[src/rtl/rau_pkg.sv]
// ----------------------------------------------------------------------------
// Rational arithmetic unit package
// Shared action codes, reduction source selects and the command and status
// groups that join the controller to the datapath.
// ----------------------------------------------------------------------------
`default_nettype none

package rau_pkg;

	// Default operand width in bits.
	localparam int OPW_DEFAULT = 32;

	// Action codes of an input word; the unused code acts as normalize.
	typedef enum logic [2:0] {
		ACT_ADD  = 3'd0,
		ACT_SUB  = 3'd1,
		ACT_MUL  = 3'd2,
		ACT_DIV  = 3'd3,
		ACT_NEG  = 3'd4,
		ACT_CMP  = 3'd5,
		ACT_NORM = 3'd6
	} act_t;

	// Which fraction the shared reduction engine works on.
	typedef enum logic [1:0] {
		SEL_A = 2'd0,
		SEL_B = 2'd1,
		SEL_R = 2'd2
	} sel_t;

	// Commands from the controller to the datapath.
	typedef struct packed {
		logic ld_in;
		logic red_init;
		logic gcd_step;
		logic div_init;
		logic div_step;
		logic red_store;
		logic mul;
		logic sum;
		logic out_load;
		sel_t sel;
	} cmd_t;

	// Status from the datapath to the controller.
	typedef struct packed {
		logic gcd_done;
		logic act_red;
	} status_t;

endpackage

`default_nettype wire

[src/rtl/rau_ctrl.sv]
// ----------------------------------------------------------------------------
// Rational arithmetic unit controller
// Sequences up to three reductions, the product and sum stage and the output
// word handoff.
// ----------------------------------------------------------------------------
`default_nettype none

module rau_ctrl #(
	parameter int OPERAND_WIDTH = rau_pkg::OPW_DEFAULT
) (
	input  wire                 clk,
	input  wire                 arst_n,
	input  wire                 in_valid,
	output logic                in_ready,
	output logic                out_valid,
	input  wire                 out_ready,
	input  rau_pkg::status_t    st,
	output rau_pkg::cmd_t       cmd
);
	import rau_pkg::*;

	localparam int RW = 2 * OPERAND_WIDTH;
	localparam int CW = $clog2(RW);

	typedef enum logic [2:0] {
		S_IDLE,
		S_RINIT,
		S_GCD,
		S_DIV,
		S_STORE,
		S_MUL,
		S_SUM,
		S_FIN
	} state_t;

	state_t        state_q;
	sel_t          phase_q;
	logic [CW-1:0] cnt_q;
	logic          out_valid_q;
	logic          load_out;

	assign load_out = (state_q == S_FIN) && (!out_valid_q || out_ready);

	// Commands decoded from the state.
	always_comb begin
		cmd           = '0;
		cmd.sel       = phase_q;
		cmd.ld_in     = (state_q == S_IDLE) && in_valid;
		cmd.red_init  = (state_q == S_RINIT);
		cmd.gcd_step  = (state_q == S_GCD) && !st.gcd_done;
		cmd.div_init  = (state_q == S_GCD) && st.gcd_done;
		cmd.div_step  = (state_q == S_DIV);
		cmd.red_store = (state_q == S_STORE);
		cmd.mul       = (state_q == S_MUL);
		cmd.sum       = (state_q == S_SUM);
		cmd.out_load  = load_out;
	end

	assign in_ready  = (state_q == S_IDLE);
	assign out_valid = out_valid_q;

	// State, phase, step counter and output valid.
	always_ff @(posedge clk or negedge arst_n) begin
		if (!arst_n) begin
			state_q     <= S_IDLE;
			phase_q     <= SEL_A;
			cnt_q       <= '0;
			out_valid_q <= 1'b0;
		end else begin
			// A new result takes the register as the old one leaves.
			if (load_out) begin
				out_valid_q <= 1'b1;
			end else if (out_valid_q && out_ready) begin
				out_valid_q <= 1'b0;
			end
			unique case (state_q)
				S_IDLE: begin
					if (in_valid) begin
						phase_q <= SEL_A;
						state_q <= S_RINIT;
					end
				end
				S_RINIT: state_q <= S_GCD;
				S_GCD: begin
					if (st.gcd_done) begin
						cnt_q   <= '0;
						state_q <= S_DIV;
					end
				end
				S_DIV: begin
					cnt_q <= cnt_q + CW'(1);
					if (cnt_q == CW'(RW - 1)) begin
						state_q <= S_STORE;
					end
				end
				S_STORE: begin
					unique case (phase_q)
						SEL_A: begin
							phase_q <= SEL_B;
							state_q <= S_RINIT;
						end
						SEL_B: state_q <= S_MUL;
						default: state_q <= S_FIN;
					endcase
				end
				S_MUL: state_q <= S_SUM;
				S_SUM: begin
					if (st.act_red) begin
						phase_q <= SEL_R;
						state_q <= S_RINIT;
					end else begin
						state_q <= S_FIN;
					end
				end
				S_FIN: begin
					if (load_out) begin
						state_q <= S_IDLE;
					end
				end
				default: state_q <= S_IDLE;
			endcase
		end
	end

endmodule

`default_nettype wire

[config.mk]
export PLATFORM = sky130hd
export DESIGN_NAME = rau_ctrl
export DESIGN_NICKNAME = d
export VERILOG_FILES = /design/src/rtl/rau_pkg.sv /design/src/rtl/rau_ctrl.sv
export SDC_FILE = /design/constraint.sdc
export NUM_CORES = 1
export LEC_CHECK = 0
export BUFFER_PORTS_ARGS = -buffer_cell sky130_fd_sc_hd__buf_2
export CAP_MARGIN = 25
export CORE_MARGIN = 2
export CORE_UTILIZATION = 30
export CTS_BUF_LIST = sky130_fd_sc_hd__clkbuf_4
export DETAILED_ROUTE_END_ITERATION = 6
export HOLD_SLACK_MARGIN = 0.08
export MAX_ROUTING_LAYER = met4
export PLACE_DENSITY = 0.48
export SYNTH_ARGS = -nofsm -noshare
export SYNTH_HDL_FRONTEND = slang
export SYNTH_SLANG_ARGS = --single-unit
[constraint.sdc]
create_clock -name clk -period 1.9 [get_ports clk]
set_clock_uncertainty 0.2 [all_clocks]
set_input_delay 0.38 -clock clk [delete_from_list [all_inputs] [get_ports clk]]
set_output_delay 0.38 -clock clk [all_outputs]
set_load 0.005 [all_outputs]
Word level (Yosys, flattened, before mapping)

Cells that the tools add are included.

Register bits after elaboration: 12
Bits in latches: 0
Bits in writable memories: 0
ROM bits: 0
Input port bits: 6
Output and inout port bits: 13
Logic and storage cells: 51
Memories kept: 0

$add $sub $neg: 1
Multipliers: 0
Divide/modulo/power cells: 0
Order comparisons: 0
Equality and inequality tests: 15
Shift-type cells: 0
Muxes and demuxes: 15
Bitwise gates (word level): 0
Reduce and logical (&&, ||, !) cells: 16

Operator list:

| kind                                                   | count |
|---|---|
| one-hot mux 3 bit (8 select lines)                     | 1 |
| 2-to-1 mux 3 bit                                       | 5 |
| == test 3 bit (second input constant)                  | 4 |
| one-hot mux 6 bit (2 select lines)                     | 1 |
| inequality test 2 bit (second input constant)          | 4 |
| AND reduction 4 bit                                    | 2 |
| adder 6 x 1 -> 6 bit (second input constant)           | 1 |
| == test 3 x 2 -> 1 bit (second input constant)         | 2 |
| == test 6 bit (second input constant)                  | 1 |
| 2-to-1 mux 2 bit                                       | 3 |
| 2-to-1 mux 6 bit                                       | 1 |
| one-hot mux 2 bit (3 select lines)                     | 1 |
| one-hot mux 3 bit (2 select lines)                     | 1 |
| logical AND 1 bit                                      | 5 |
| inequality test 2 x 1 -> 1 bit (second input constant) | 2 |
| nonzero test 2 bit                                     | 2 |
| == test 3 x 1 -> 1 bit (second input constant)         | 1 |
| zero test 3 bit                                        | 1 |
| nonzero test 3 bit                                     | 1 |
| == test 2 x 1 -> 1 bit (second input constant)         | 1 |
| zero test 1 bit                                        | 2 |
| zero test 2 bit                                        | 1 |
| 2-to-1 mux 1 bit                                       | 2 |
| AND reduction 2 bit                                    | 1 |
| logical OR 1 bit                                       | 1 |

Logic depth before layout (Yosys ltp)

Gate-level depths: netlist of run 1.

Depth in word-level cells: 5
Depth in mapped cells: 6

Least setup slack after synthesis of run 1

OpenSTA, ideal clock, no wires.

Kind: reg2out
Start point: reg state_q[0]
End point: out cmd[10] (netlist name)
Arrival: 1.016 ns
Path slack: 0.304 ns
Cell stages (with the launch flop): 4
Path buffers: 1
Path through: dfrtp_1 -> buf_6 -> nor3_1 -> and2_1

RTL lines:

| element                | line           | text |
|---|---|---|
| start, declared        | rau_ctrl.sv:36 | `state_t state_q;` |
| start signal, assigned | rau_ctrl.sv:65 | `state_q <= S_IDLE;` |
| start signal, assigned | rau_ctrl.sv:80 | `state_q <= S_RINIT;` |
| start signal, assigned | rau_ctrl.sv:83 | `S_RINIT: state_q <= S_GCD;` |
| end, declared          | rau_ctrl.sv:18 | `output rau_pkg::cmd_t cmd` |

==> run metrics, run 1 <==
status finished clean; final core occ 40.32%; Clock power frac a little under an eighth; Total Routing Usage GR between 10% and 20%; max cap viols 0; slowest CP cell dfrtp_2; post-route cell area ~990 µm²; Final setup violation count 0; Antenna Violating Nets Remaining 0; Cell Int Power approximately 0.81 mW; pin count of the biggest net entering global routing 13; Top Family by Delay on Critical Path flip-flops; critical-path cell list buf_6 > nand3b_4 > inv_4 > buf_6; Rel. slew slack around 80%; Crit path largest cell delay 0.46 ns; Post-Syn Instances 89; CORE AREA 2455 µm²; Placed Area 868.3 µm²; Final nets 125; synthesized flop and latch total 12; Final Hold Viols 0; FF/Latch Area around 300 µm²; layout cell share with drive strength beyond 1 a little under two fifths; num rows 18; Fillers 265; CTS tree yes; Crit path buffers/inverters 3; sequential fraction of the synthesis area 39.34%; yosys warns 0; vias in the first global route 652; Syn Area/Cell 8.576 µm²; crit-path max FO 7; Post-synth EDFFs 0; Comb power frac 55.1%; ys async rst share between 90% and 100%; post-synthesis cell type count 32; Congestion Overflow GR 0; Max Root-Sink Buffers 2; switch share ~44%; vias between 700 and 800; hold crit path type input port to flop; DRT iter0 DRCs 6; Starting Density a little under a third; Flop pwr share 33.6%; critical path class flop to primary output; area of the multi-input gates 419.2 µm²; first-pass GRT wire length 2870 µm; clk root buf clkbuf_4; CTS buffer count 3; Final Max Slew Viols 0; initial antenna violation count 0; Worst IR Drop VDD 0.5534 mV; Worst setup SP type flop; Mapped Nets 96; Req. time, crit path between 1 and 1.5 ns; Die Y 54.44 µm; Clock transition at path regs approximately 0.080 ns; clk_lat worst skew about 0.28 ns; most used cell along the critical path buf_6; diode count 0; Syn-to-layout area delta 29.67%; Setup crit end kind primary output; CP Data Arrival Time 1.29 ns; RSZ-0062 raised after global routing true; f_max 0.5359 GHz; post-DP HPWL between 1000 and 1500 µm; port bufs 18; DRC Markers 0; CTS sink count 12; Post-Syn Area 763.2 µm²; H-tree levels 1; number of top-level pins 19; min Tclk post-route 1.866 ns; Pre-antenna DRT Iters 4; post-route clock period utilization 98.21%; DIE AREA 2964 µm²; switching pwr 0.6227 mW; worst-margin pin slew 0.2977 ns; DR WL/cell 12.90 µm; Main synth FF type dfrtp_1; Pwr Density 1444 nW/µm²; Post-Route WL 1883 µm; Via-to-Cell Ratio 4.973; die extent in x ~54 µm; GP Congestion 0.7939; leakage 0.4785 nW
==> cell usage after synthesis, drive strengths merged, types with 2 or more instances <==
library cell	count	share of area [%]
nand4	3	2.5
nor3b	2	2.0
o22ai	2	1.6
nor2	9	4.4
o21ai	9	6.4
buf	6	5.9
and3	2	1.6
nand2	11	5.4
inv	3	1.8
nand3b	2	3.6
dfrtp	12	39
nand2b	2	1.6
a31oi	3	2.5
a21oi	6	3.9
nor3	3	2.0
nand3	3	2.0
==> power groups by stage <==
stage               clock network (mW)  logic [mW]  registers, mW
finish                           0.162       0.787          0.480
global placement                     0       0.637          0.495
CTS                              0.170       0.697          0.487
floorplan                            0       0.526          0.430
detailed placement                   0       0.633          0.500
global route                     0.190       0.888          0.496
==> cell usage in the layout, fill, tap and decap left out, types with 3 or more instances in the layout <==
| cell | count |
|---|---|
| buf_2 | 17 |
| nand2_1 | 11 |
| nor2_1 | 9 |
| dfrtp_1 | 9 |
| buf_4 | 9 |
| o21ai_0 | 8 |
| a21oi_1 | 6 |
| nand3_1 | 3 |
| nand4_1 | 3 |
| a31oi_1 | 3 |
| clkbuf_4 | 3 |
| dfrtp_2 | 3 |
==> state kept, by name, summed over array words and instances, names as in the netlist <==
signal     cells
cnt_q          6
out_valid      1
phase_q        2
state_q        3
==> timing repair <==
action                                  4_1_cts  5_1_grt
gates resized for setup                       5        5
hold buffers                                  1        0
endpoints found under the setup margin       10        7
buffers inserted                              4        4
endpoints found under the hold margin        12        0
==> path summary, 6_finish.rpt <==
path / depth (start not counted) / start / slack [ns] / to
max in group asynchronous: 2 / arst_n / 0.94 / state_q[1]$_DFFE_PN0P_
max: 4 / state_q[2]$_DFFE_PN0P_ / 0.03 / cmd[6]
max reg2reg: 6 / state_q[0]$_DFFE_PN0P_ / 0.16 / state_q[1]$_DFFE_PN0P_
min: 3 / out_ready / 0.19 / out_valid$_DFFE_PN0P_
min reg2reg: 1 / cnt_q[5]$_DFFE_PN0P_ / 0.31 / cnt_q[5]$_DFFE_PN0P_
min in group asynchronous: 2 / arst_n / 0.31 / cnt_q[4]$_DFFE_PN0P_
==> per-stage QoR <==
stage	TNS, ns	hold WS [ns]	setup slack [ns]	std cells	power [mW]
6_report	0	0.1870	0.03410	146	1.429
4_1_cts	0	0.1846	0.0001597	142	1.354
3_5_place_dp	0	0.08860	0.1694	134	1.133
5_1_grt	-0.1050	0.2096	-0.03863	146	1.574
3_3_place_gp	0	0.08833	0.1807	134	1.132
2_1_floorplan	0	-0.1156	0.3044	89	0.9561
==> cell families after synthesis <==
group / count (synthesis) / synth area share [%]
AO/OA/AOI/OAI: 23 / 18.20
XOR/XNOR: 2 / 2.296
adder cells (fa/ha/maj): 1 / 1.639
buffers and inverters: 9 / 7.705
flip-flops: 12 / 39.34
multiplexers: 1 / 1.312
AND/OR/NAND/NOR: 41 / 29.51
==> worst min-delay path: cells and delay by family <==
family	cells	cell delay, ns
and+or+nand+nor	2	0.17
buffers and inverters	1	0.08
==> per-layer routing <==
metal	global-route usage, %	routed length [µm]	part of all wire (%)	vias to the layer above
li1	-	-	-	371
met1	16.36	869	46	337
met2	24.30	901	48	16
met3	3.279	88	4.7	2
met4	7.500	23	1.2	0
met5	-	0	0	-
==> cell type report <==
cell class / instances / share of cell area, %
Sequential cell: 12 / 30.72
Inverter: 3 / 1.643
Tap cell: 30 / 3.793
Clock buffer: 3 / 2.276
Timing Repair Buffer: 30 / 19.22
Multi-Input combinational cell: 68 / 42.35
No activity file was read; power rests on OpenSTA's default activity.
==> run 2, diff against run 1 <==
--- a/config.mk
+++ b/config.mk
@@ -12,7 +12,6 @@
 export CTS_BUF_LIST = sky130_fd_sc_hd__clkbuf_4
 export DETAILED_ROUTE_END_ITERATION = 6
 export HOLD_SLACK_MARGIN = 0.08
-export MAX_ROUTING_LAYER = met4
 export PLACE_DENSITY = 0.48
 export SYNTH_ARGS = -nofsm -noshare
 export SYNTH_HDL_FRONTEND = slang
==> run metrics, run 2 (synthesis gave the netlist of run 1 again) <==
H-tree levels 1; Post-Route WL 1881 µm; post-route clock period utilization between 90% and 100%; status finished clean; DIE AREA around 3000 µm²; max reg flops 6; largest reg by FF count cnt_q; diode count 0; post-route setup slack roughly 0.033 ns; Congestion Overflow GR 0; Starting Density 31.09%; post-route cell area 989.7 µm²; critical path class flop to primary output; Pre-antenna DRT Iters 4; CP Data Arrival Time between 1 and 1.5 ns; num rows 18; CTS sink count 12; Setup crit end kind primary output; vias around 730; DRT iter0 DRCs 7; clk root buf clkbuf_4; Antenna Violating Nets Remaining 0; slowest CP cell dfrtp_2; clk_lat worst skew 0.28 ns; critical-path cell list buf_6 > nand3b_4 > inv_4 > buf_6; DR WL/cell 12.88 µm; crit-path max FO 7; leading cell type in the layout, fill and taps excluded buf_2; Crit path buffers/inverters 3; GP Congestion 0.7830; vias in the first global route 652; Final Max Slew Viols 0; Max Root-Sink Buffers 2; max cap viols 0; Placed Area 868.3 µm²; die extent in x 54.44 µm; Clock transition at path regs about 0.08 ns; CORE AREA 2455 µm²; Rel. slew slack 80.15%; final core occ 40.32%; f_max between 0.5 and 0.6 GHz; Req. time, crit path roughly 1.3 ns; worst-margin pin slew between 0.2 and 0.3 ns; initial antenna violation count 0; Post-Place Setup Slack 0.1694 ns; most used cell along the critical path buf_6; layout cell share with drive strength beyond 1 37.93%; min Tclk post-route 1.867 ns; DRC Markers 0; Top Registers cnt_q x6, state_q x3, phase_q x2; Syn-to-layout area delta 29.67%; post-DP HPWL 1302 µm; Worst IR Drop VDD 0.5534 mV; Worst setup SP type flop; Hold WS 0.1870 ns; Final setup violation count 0; Pwr Density 1445 nW/µm²; Die Y between 50 and 60 µm; Top Family by Delay on Critical Path flip-flops; Crit path largest cell delay 0.46 ns; number of top-level pins 19; RSZ-0062 raised after global routing true; CTS buffer count 3; CTS tree yes; most frequent cells in the layout 17 x buf_2, 11 x nand2_1, 9 x nor2_1, 9 x dfrtp_1, 9 x buf_4; hold crit path type input port to flop; Via-to-Cell Ratio approximately 5.0; Final nets between 100 and 150; pin count of the biggest net entering global routing 13; Total Routing Usage GR 14.23%; leakage 0.4785 nW; port bufs 18; Final Hold Viols 0; first-pass GRT wire length approximately 2900 µm
-- run 2: cell counts in the layout (fill, tap and decap cells not counted) --
No cell type changed its count.
-- run 2: report_power, final --
part | switching (mW) | internal (mW)
clock | 0.0884 | 0.0735
combinational | 0.403 | 0.385
sequential | 0.132 | 0.349
-- run 2: cell type report --
cell class / instances / area (µm²)
Clock buffer: 3 / 22.52
Fill cell: 265 / 1465
Inverter: 3 / 16.27
Multi-Input combinational cell: 68 / 419.2
Sequential cell: 12 / 304.0
Tap cell: 30 / 37.54
Timing Repair Buffer: 30 / 190.2
-- run 2: final timing paths --
check | slack, ns | cells after the start | to | start
min in group asynchronous | 0.31 | 2 | cnt_q[4]$_DFFE_PN0P_ | arst_n
worst max register to register | 0.16 | 6 | state_q[1]$_DFFE_PN0P_ | state_q[0]$_DFFE_PN0P_
max in group asynchronous | 0.94 | 2 | state_q[1]$_DFFE_PN0P_ | arst_n
worst max-delay path | 0.03 | 4 | cmd[6] | state_q[2]$_DFFE_PN0P_
worst min-delay path | 0.19 | 3 | out_valid$_DFFE_PN0P_ | out_ready
worst min register to register | 0.31 | 1 | cnt_q[5]$_DFFE_PN0P_ | cnt_q[5]$_DFFE_PN0P_
-- run 2: per-layer routing --
layer  vias up  global-route usage [%]  share of wire [%]
li1        371                       -                  -
met1       338                   16.36                 46
met2        16                   24.30                 48
met3         2                   3.279                4.8
met4         0                   7.500                1.2
met5         -                       0                  0
-- run 2: metrics by stage --
| stage | TNS, ns | total power [mW] | instances |
|---|---|---|---|
| 2_1_floorplan | 0 | 0.9561 | 89 |
| 5_1_grt | -0.1050 | 1.574 | 146 |
| 6_report | 0 | 1.430 | 146 |
| 3_5_place_dp | 0 | 1.133 | 134 |
| 3_3_place_gp | 0 | 1.132 | 134 |
| 4_1_cts | 0 | 1.354 | 142 |
-- run 2: what timing repair did --
action / CTS / global route
setup endpoints to repair: 10 / 7
gates resized for setup: 5 / 5
endpoints found under the hold margin: 12 / 0
setup buffers: 4 / 4
hold buffers: 1 / 0
-- run 2: worst min-delay path, stage by stage --
cell,delay [ns]
buf_2,0.08
nand2b_1,0.12
nand2_1,0.05
==> run 3, diff against run 2 <==
==> constraint.sdc (replaced) <==
create_clock -name clk -period 1.9 [get_ports clk]
set_clock_uncertainty 0.2 [all_clocks]
set_input_delay 0.38 -clock clk [delete_from_list [all_inputs] [get_ports clk]]
set_output_delay 0.38 -clock clk [all_outputs]
set_load 0.02 [all_outputs]
==> run metrics, run 3 (synthesis gave the netlist of run 1 again) <==
status finished clean; DRC Markers 0; clk_lat worst skew between 0.2 and 0.3 ns; Final Max Slew Viols 0; Top Registers cnt_q x6, state_q x3, phase_q x2; critical-path cell list clkbuf_2 > nor3b_2 > buf_4; max cap viols 0; num rows 18; Post-Route WL approximately 1900 µm; layout cell share with drive strength beyond 1 a little over a third; Worst setup SP type flop; Via-to-Cell Ratio 5.240; Fillers about 270; post-route cell area 994.7 µm²; DRT iter0 DRCs 5; RSZ-0062 raised after global routing true; Crit path largest cell delay roughly 0.45 ns; CTS buffer count 3; Hold WS 0.2111 ns; max reg flops 6; hold crit path type input port to flop; final core occ 40.52%; CTS tree yes; Congestion Overflow GR 0; Setup crit end kind primary output; setup TNS 0 ns; clk root buf clkbuf_4; vias between 700 and 800; Final nets between 100 and 150; CP Data Arrival Time 1.29 ns; fin cells 146; post-route clock period utilization a little over nine tenths; port bufs 18; vias in the first global route 667; number of top-level pins 19; H-tree levels 1; most frequent cells in the layout 14 x buf_2, 12 x buf_4, 11 x nand2_1; Syn-to-layout area delta 30.33%; pin count of the biggest net entering global routing 13; worst-margin pin slew around 0.29 ns; DIE AREA around 3000 µm²; Req. time, crit path 1.32 ns; Placed Area about 890 µm²; Max Root-Sink Buffers 2; Worst IR Drop VDD 0.6157 mV; Starting Density 31.09%; Pre-antenna DRT Iters 4; Antenna Violating Nets Remaining 0; Pwr Density 1533 nW/µm²; slowest CP cell dfrtp_2; post-DP HPWL 1297 µm; leading cell type in the layout, fill and taps excluded buf_2; initial antenna violation count 0; die extent in x 54.44 µm; Reg2Reg Depth 5; Rel. slew slack about four fifths; Crit path buffers/inverters 2; first-pass GRT wire length around 3000 µm; Final setup violation count 0; crit-path max FO 6; f_max between 0.5 and 0.6 GHz; CTS sink count 12; Final Hold Viols 0; DR WL/cell 12.82 µm; hold path cells 3; critical path depth 3; Clock transition at path regs around 0.080 ns; Top Family by Delay on Critical Path flip-flops; critical path class flop to primary output; GP Congestion 0.6941; Die Y 54.44 µm; dpl cells approximately 140; CORE AREA 2455 µm²; min Tclk post-route approximately 1.9 ns; Total Routing Usage GR between 10% and 20%; leakage ~0.48 nW; diode count 0; largest reg by FF count cnt_q
==> run 3: cell counts in the layout (fill, tap and decap cells not counted) <==
No cell type changed its count.
==> run 3: worst min-delay path, stage by stage <==
cell and delay [ns]:
buf_2 0.08, nand2b_1 0.12, nand2_1 0.06
==> run 3: final cells by class <==
cell class | instances | area, µm² | share of cell area (%)
Tap cell | 30 | 37.54 | 3.774
Timing Repair Buffer | 30 | 197.7 | 19.87
Clock buffer | 3 | 22.52 | 2.264
Multi-Input combinational cell | 68 | 420.4 | 42.26
Inverter | 3 | 13.76 | 1.384
Sequential cell | 12 | 302.8 | 30.44
==> run 3: per-layer routing <==
| metal | vias to the layer above | wire length, µm | share of wire (%) | GRT usage (%) |
|---|---|---|---|---|
| li1 | 370 | - | - | - |
| met1 | 376 | 861 | 46 | 17.22 |
| met2 | 17 | 896 | 48 | 25.10 |
| met3 | 2 | 100 | 5.3 | 4.918 |
| met4 | 0 | 12 | 0.64 | 2.500 |
| met5 | - | 0 | 0 | 0 |
==> run 3: what timing repair did <==
action | 4_1_cts | 5_1_grt
hold endpoints to repair | 12 | 0
buffers inserted | 3 | 3
pin swaps | 1 | 2
cloned | 0 | 0
hold buffers | 1 | 0
setup endpoints to repair | 9 | 5
gates resized for setup | 5 | 6
==> run 3: per-stage QoR <==
stage | setup slack, ns | power (mW)
after detailed placement | 0.1660 | 1.264
after CTS | 0.001896 | 1.495
after floorplan | 0.09722 | 1.055
after global placement | 0.1890 | 1.255
final | 0.02692 | 1.525
after global routing | -0.04314 | 1.657
==> run 3: where the power goes <==
part	switching, mW	internal (mW)	total, mW
logic	0.489	0.396	0.885
clock network	0.0864	0.0733	0.160
registers	0.134	0.347	0.481
==> run 3: final timing paths <==
path,from,end,slack [ns]
worst min register to register,cnt_q[5]$_DFFE_PN0P_,cnt_q[5]$_DFFE_PN0P_,0.32
worst min-delay path,out_ready,out_valid$_DFFE_PN0P_,0.21
min in group asynchronous,arst_n,cnt_q[1]$_DFFE_PN0P_,0.32
worst max register to register,cnt_q[0]$_DFFE_PN0P_,state_q[1]$_DFFE_PN0P_,0.18
worst max-delay path,state_q[2]$_DFFE_PN0P_,cmd[5],0.03
max in group asynchronous,arst_n,state_q[2]$_DFFE_PN0P_,0.94
